--- src/hdl/tcs_pkg.sv ---
package tcs_pkg;

    // Default screen geometry
    localparam int SCREEN_COLUMNS_DEF = 80;
    localparam int SCREEN_ROWS_DEF    = 25;

    // Field widths of one beat
    localparam int CHAR_W     = 8;
    localparam int REQ_ROW_W  = 5;
    localparam int REQ_COL_W  = 7;

    // Command queue between front and back (power of two)
    localparam int QUEUE_DEPTH = 2;

    // Control characters and fill values
    localparam logic [CHAR_W-1:0] CHAR_TAB   = 8'h09;
    localparam logic [CHAR_W-1:0] CHAR_BS    = 8'h08;
    localparam logic [CHAR_W-1:0] CHAR_CR    = 8'h0D;
    localparam logic [CHAR_W-1:0] CHAR_LF    = 8'h0A;
    localparam logic [CHAR_W-1:0] CHAR_BLANK = 8'h20;
    localparam logic [CHAR_W-1:0] CHAR_NUL   = 8'h00;

    // Operation codes on the op field
    localparam logic OP_PUT  = 1'b0;
    localparam logic OP_READ = 1'b1;

    // Command class decided by the front
    typedef enum logic [2:0] {
        K_READ,
        K_TAB,
        K_BS,
        K_CR,
        K_LF,
        K_PRINT
    } t_kind;

    // One queued command
    typedef struct packed {
        t_kind                 kind;
        logic [CHAR_W-1:0]     ch;
        logic [REQ_ROW_W-1:0]  row;
        logic [REQ_COL_W-1:0]  col;
    } t_cmd;

    // Back end sequencer states
    typedef enum logic [1:0] {
        ST_CLEAR,
        ST_IDLE,
        ST_READ,
        ST_BLANK
    } t_state;

endpackage

--- src/hdl/tcs_front.sv ---
module tcs_front (
    input  logic                           i_clk,
    input  logic                           i_rst_n,
    input  logic                           start,
    output logic                           busy,
    input  logic                           i_op,
    input  logic [tcs_pkg::CHAR_W-1:0]     i_char_code,
    input  logic [tcs_pkg::REQ_ROW_W-1:0]  i_read_row,
    input  logic [tcs_pkg::REQ_COL_W-1:0]  i_read_col,
    output logic                           o_cmd_valid,
    output tcs_pkg::t_cmd                  o_cmd,
    input  logic                           i_cmd_pop
);

    localparam int QD   = tcs_pkg::QUEUE_DEPTH;
    localparam int QP_W = (QD > 1) ? $clog2(QD) : 1;

    tcs_pkg::t_cmd    r_q [QD];
    logic [QP_W-1:0]  r_wp;
    logic [QP_W-1:0]  r_rp;
    logic [QP_W:0]    r_count;
    logic [QP_W-1:0]  n_wp;
    logic [QP_W-1:0]  n_rp;
    logic [QP_W:0]    n_count;
    logic             push;
    logic             pop;
    logic             full;
    tcs_pkg::t_kind   kind;
    tcs_pkg::t_cmd    cmd_in;

    // Classify the incoming beat
    always_comb begin
        if (i_op == tcs_pkg::OP_READ) begin
            kind = tcs_pkg::K_READ;
        end else begin
            case (i_char_code)
                tcs_pkg::CHAR_TAB: kind = tcs_pkg::K_TAB;
                tcs_pkg::CHAR_BS:  kind = tcs_pkg::K_BS;
                tcs_pkg::CHAR_CR:  kind = tcs_pkg::K_CR;
                tcs_pkg::CHAR_LF:  kind = tcs_pkg::K_LF;
                default:           kind = tcs_pkg::K_PRINT;
            endcase
        end
        cmd_in.kind = kind;
        cmd_in.ch   = i_char_code;
        cmd_in.row  = i_read_row;
        cmd_in.col  = i_read_col;
    end

    // Queue control
    assign full        = (r_count == (QP_W+1)'(QD));
    assign busy        = full;
    assign push        = start && !full;
    assign o_cmd_valid = (r_count != '0);
    assign pop         = i_cmd_pop && o_cmd_valid;
    assign o_cmd       = r_q[r_rp];

    always_comb begin
        n_wp    = push ? r_wp + 1'b1 : r_wp;
        n_rp    = pop ? r_rp + 1'b1 : r_rp;
        n_count = r_count;
        if (push && !pop) begin
            n_count = r_count + 1'b1;
        end else if (pop && !push) begin
            n_count = r_count - 1'b1;
        end
    end

    always_ff @(posedge i_clk) begin
        if (!i_rst_n) begin
            r_wp    <= '0;
            r_rp    <= '0;
            r_count <= '0;
        end else begin
            r_wp    <= n_wp;
            r_rp    <= n_rp;
            r_count <= n_count;
        end
    end

    // Queue storage
    always_ff @(posedge i_clk) begin
        if (push) begin
            r_q[r_wp] <= cmd_in;
        end
    end

    a_count_bound: assert property (@(posedge i_clk) disable iff (!i_rst_n)
        r_count <= (QP_W+1)'(QD))
        else $error("command queue count beyond depth");

endmodule

--- config.mk ---
export PLATFORM = sky130hd
export DESIGN_NAME = tcs_front
export DESIGN_NICKNAME = d
export VERILOG_FILES = /design/src/hdl/tcs_pkg.sv /design/src/hdl/tcs_front.sv
export SDC_FILE = /design/constraint.sdc
export NUM_CORES = 1
export LEC_CHECK = 0
export BUFFER_PORTS_ARGS = -buffer_cell sky130_fd_sc_hd__buf_2
export CAP_MARGIN = 10
export CORE_MARGIN = 5
export CORE_UTILIZATION = 55
export CTS_CLUSTER_DIAMETER = 30
export CTS_CLUSTER_SIZE = 14
export DETAILED_ROUTE_END_ITERATION = 10
export PLACE_DENSITY = 0.81
export SETUP_SLACK_MARGIN = 0.02
export SLEW_MARGIN = 20
export SYNTH_ARGS = -nofsm -noshare
export SYNTH_HDL_FRONTEND = slang
export SYNTH_SLANG_ARGS = --single-unit
--- constraint.sdc ---
create_clock -name i_clk -period 5.8 [get_ports i_clk]
set_clock_uncertainty 0.2 [all_clocks]
set_input_delay 0.58 -clock i_clk [delete_from_list [all_inputs] [get_ports i_clk]]
set_output_delay 0.58 -clock i_clk [all_outputs]
set_load 0.03 [all_outputs]
# After elaboration in Yosys (flattened, before gate mapping)
# Memory sizes are Yosys's and may differ from the RTL's. A register that Yosys moved wholly into a read port is not among the register bits.
# Cells that the tools add are included.
# totals
reg_bits	4
ramBits	46
in_bits	25
out_inout_bits	25
elab_cells	30
memories	1
# mem_list
memory	words	word_bits	read_ports	rd_clocked_by_memory_dff	write_ports	line_no	text
r_q	2	23	1	1	1	tcs_front.sv:18	tcs_pkg::t_cmd r_q [QD];
# op_classes
add_sub_neg	4
eq_ne	5
mux	8
n_reduce_logical	9
# ops
operator	n
== test 8 x 4 -> 1 bit (second input constant)	4
one-hot mux 3 bit (4 select lines)	1
logical AND 1 bit	4
two-way mux 1 bit	4
two-way mux 2 bit	2
nonzero test 2 bit	2
logical NOT 1 bit	3
two-way mux 3 bit	1
adder 1 bit (second input constant)	2
adder 2 x 1 -> 2 bit (second input constant)	1
== test 2 bit (second input constant)	1
subtractor 2 x 1 -> 2 bit (second input constant)	1

# Longest topological paths before layout
# depth
word_depth	7
depth_mapped	7
depth_no_buf	7

# Worst setup path before layout
# No wires, ideal clock.
# synth_path
kind	input to register
startpoint	input start
endpoint	memory r_q[0][0] (netlist name), enable pin
setup_ns	0.401
t_arrival_ns	1.614
required_ns	5.199
setup_slack_ns	3.585
path_stages	2
n_path_buf	0
cell_sequence	inv_1 nor3_2
# synth_between
elab_chain_cells	3
# synth_rtl
element	line_no	text
start: declaration	tcs_front.sv:4	input logic start,
logical AND 1 bit	tcs_front.sv:53	assign push = start && !full;
two-way mux 1 bit	tcs_front.sv:83	if (push) begin
two-way mux 1 bit (implied by the code)	tcs_front.sv:84	r_q[r_wp] <= cmd_in;
end: declaration	tcs_front.sv:18	
# No other way between the ends.

==> metrics.txt <==
outcome=finished, final reports clean; wire length after detailed routing=3.129 mm; CP endpoint kind=output port; Crit Path Max Fanout=23; Mean Syn Cell Area=roughly 19 sq um; crit path time final=2.727 ns; hold path endpoint=r_q[1][3]; maximum vdd drop=roughly 350 uV; TritonCTS clock tree=done; global placement routability congestion=a little under 0.7; PnR worst setup slack=3.073 ns; path category of the worst min-delay check=input port to register; worst endpoint required time=approximately 5 ns; post-route DRC violation count=0; overflow left after global routing=0; area share of the largest cell type after synthesis=just over 70%; upper clock frequency limit=0.3667 GHz; largest net degree at the start of global routing=25; cts repair resizes=0; power density of the placed cells=between 400 and 500 nW/um^2; Rows=21; final clock period utilization by the worst path=47.02%; worst hold path startpoint=i_read_col[3]; number of distinct library cells after synthesis=24; final core utilization=roughly 69%; final max-slew violation count=0; syn nets=131; Total Nets Final=~190; total CTS buffers=5; clock-pin slew on the worst setup and hold paths=0.13 ns; largest cells by area after synthesis=edfxtp_1 71%, mux2_2 13%, dfxtp_1 5.1%; share of post-route cells with drive strength above 1=between 50% and 60%; number of global-route vias before repair=roughly 1100; starting density of the core=57.40%; cells on worst reg2reg path=2; detailed placement HPWL=2.196 mm; relative slew slack=30.71%; clock latency on the worst-skew pair=0.34 ns; synthesized area=approximately 1900 sq um; Core ar.=between 3000 and 4000 sq um; violation count after the first detailed-route iteration=59; clock net sink count=a little over 50; area of placed instances=between 2000 and 2500 sq um; static leakage=between 0.8 and 0.9 nW; wire length of the first global-routing pass=5.112 mm; design area=between 2000 and 2500 sq um; number of buffers inserted for hold repair after clock tree synthesis=0; leading cell type in the layout, fill and taps excluded=buf_2; Clk Tree Root Cell=clkbuf_4; slew at the pin with the worst max-slew slack=slightly above 1 ns; sequential share of the synthesized area=about 76%; start of the worst register-to-register path=r_count[0]; count of buffers inserted at the top-level ports=49; library cell with the largest summed area after synthesis=edfxtp_1; total number of vias=between 1000 and 1500; pre-CTS worst setup slack=about 3.4 ns; minimum setup slack among reg-to-reg paths=3.74 ns; Hold Violations, Final=0; diode count=0; horizontal extent of the die=69.48 microns; number of I/O pins=50; antenna violation net count after detailed routing=0; cell count after synthesis=about 110; number of register bits inferred by synthesis=51; Global Route Usage Sum=a little over an eighth; Worst Setup Path Type=register to output port; mean routed wirelength per cell=15.12 microns; RR Endpoint=r_q[1][14]; cell depth of the worst min-delay path=1; YS warnings=0; post-CTS setup-driven buffer insertion count=0; DRT Pass-1 Iters=4; Chip Height=69.48 microns; total die area=between 4000 and 5000 sq um; Layout area overhead=20.06%; critical path startpoint category=register; Max Buffers Root-to-Sink=2; initial antenna violation count=0; power after layout=between 1 and 1.5 mW; most frequent cells in the layout=49 x buf_2, 46 x edfxtp_1, 23 x mux2_2; Sum Neg Setup Slack=0 ns; number of vias per cell after detailed routing=5.005; data arrival time at the worst-slack endpoint=1.95 ns; level count of the clock H-tree=2; setup repair after global routing missed its margin=false; endpoints failing setup=0; max_cap viols=0
power breakdown:
part | internal (mW) | total (mW) | switching (mW)
clock network | 0.0888 | 0.188 | 0.0989
logic | 0.136 | 0.347 | 0.212
registers | 0.463 | 0.503 | 0.0394
Yosys cell counts (all sizes together):
master   n
and3     1
nor3     1
a21boi   2
edfxtp  46
or2      1
a21oi    3
ha       1
buf      2
o21a     1
inv      3
nor4b    1
xor2     2
o21ai    2
and2     3
or3      1
dfxtp    5
nor4     1
nand2b   2
xnor2    2
nor2     2
mux2    23
worst max-delay path: stages (launching register included):
cell and delay [ns]:
dfxtp_1 1.00, mux2_2 0.43, buf_2 0.18
per-layer routing:
| layer | track usage [%] | up-vias | routed length (microns) |
|---|---|---|---|
| li1 | - | 512 | - |
| met1 | 15.02 | 494 | 1219 |
| met2 | 23.83 | 26 | 1671 |
| met3 | 4.928 | 4 | 202 |
| met4 | 5.857 | 0 | 36 |
| met5 | 0 | - | 0 |
worst max path at each step:
stage | endpoint | from
after detailed placement | o_cmd[5] | register
after floorplan | r_q[0][0] | start
after global placement | o_cmd[22] | register
after CTS | o_cmd[5] | register
final | o_cmd[6] | register
after global routing | o_cmd[6] | register
registers in the layout, indices dropped and copies added, names as in the netlist, named ones only:
| name | cells |
|---|---|
| r_wp | 1 |
| r_rp | 1 |
| r_count | 2 |
| r_q | 46 |
per-stage QoR:
step | instances | hold slack [ns]
2_1_floorplan | 105 | 0.2785
3_3_place_gp | 198 | 0.2943
3_5_place_dp | 198 | 0.3093
4_1_cts | 206 | 0.1976
5_1_grt | 207 | 0.1742
6_report | 207 | 0.2154
final cells by class:
class                      instances  area (sq um)
clock buffer                       5         37.54
timing repair buffer              50         260.3
tap                               46         57.56
clock inverter                     3         38.79
sequential                        51          1481
inverter                           3         11.26
fill                             250          1054
multi-input combinational         49         449.2
cells by family (layout without fill, tap and decap cells):
group           after synthesis  after routing  share of synthesized area [%]
simple gates                 13             13                          4.567
fa+ha+maj                     1              1                         0.6430
flops                        51             51                          76.14
mux                          23             23                          13.31
xor+xnor                      4              4                          1.801
buf+inv                       5             61                          1.093
compound gates                8              8                          2.443
Note: power is estimated with default switching activity, not from simulation.
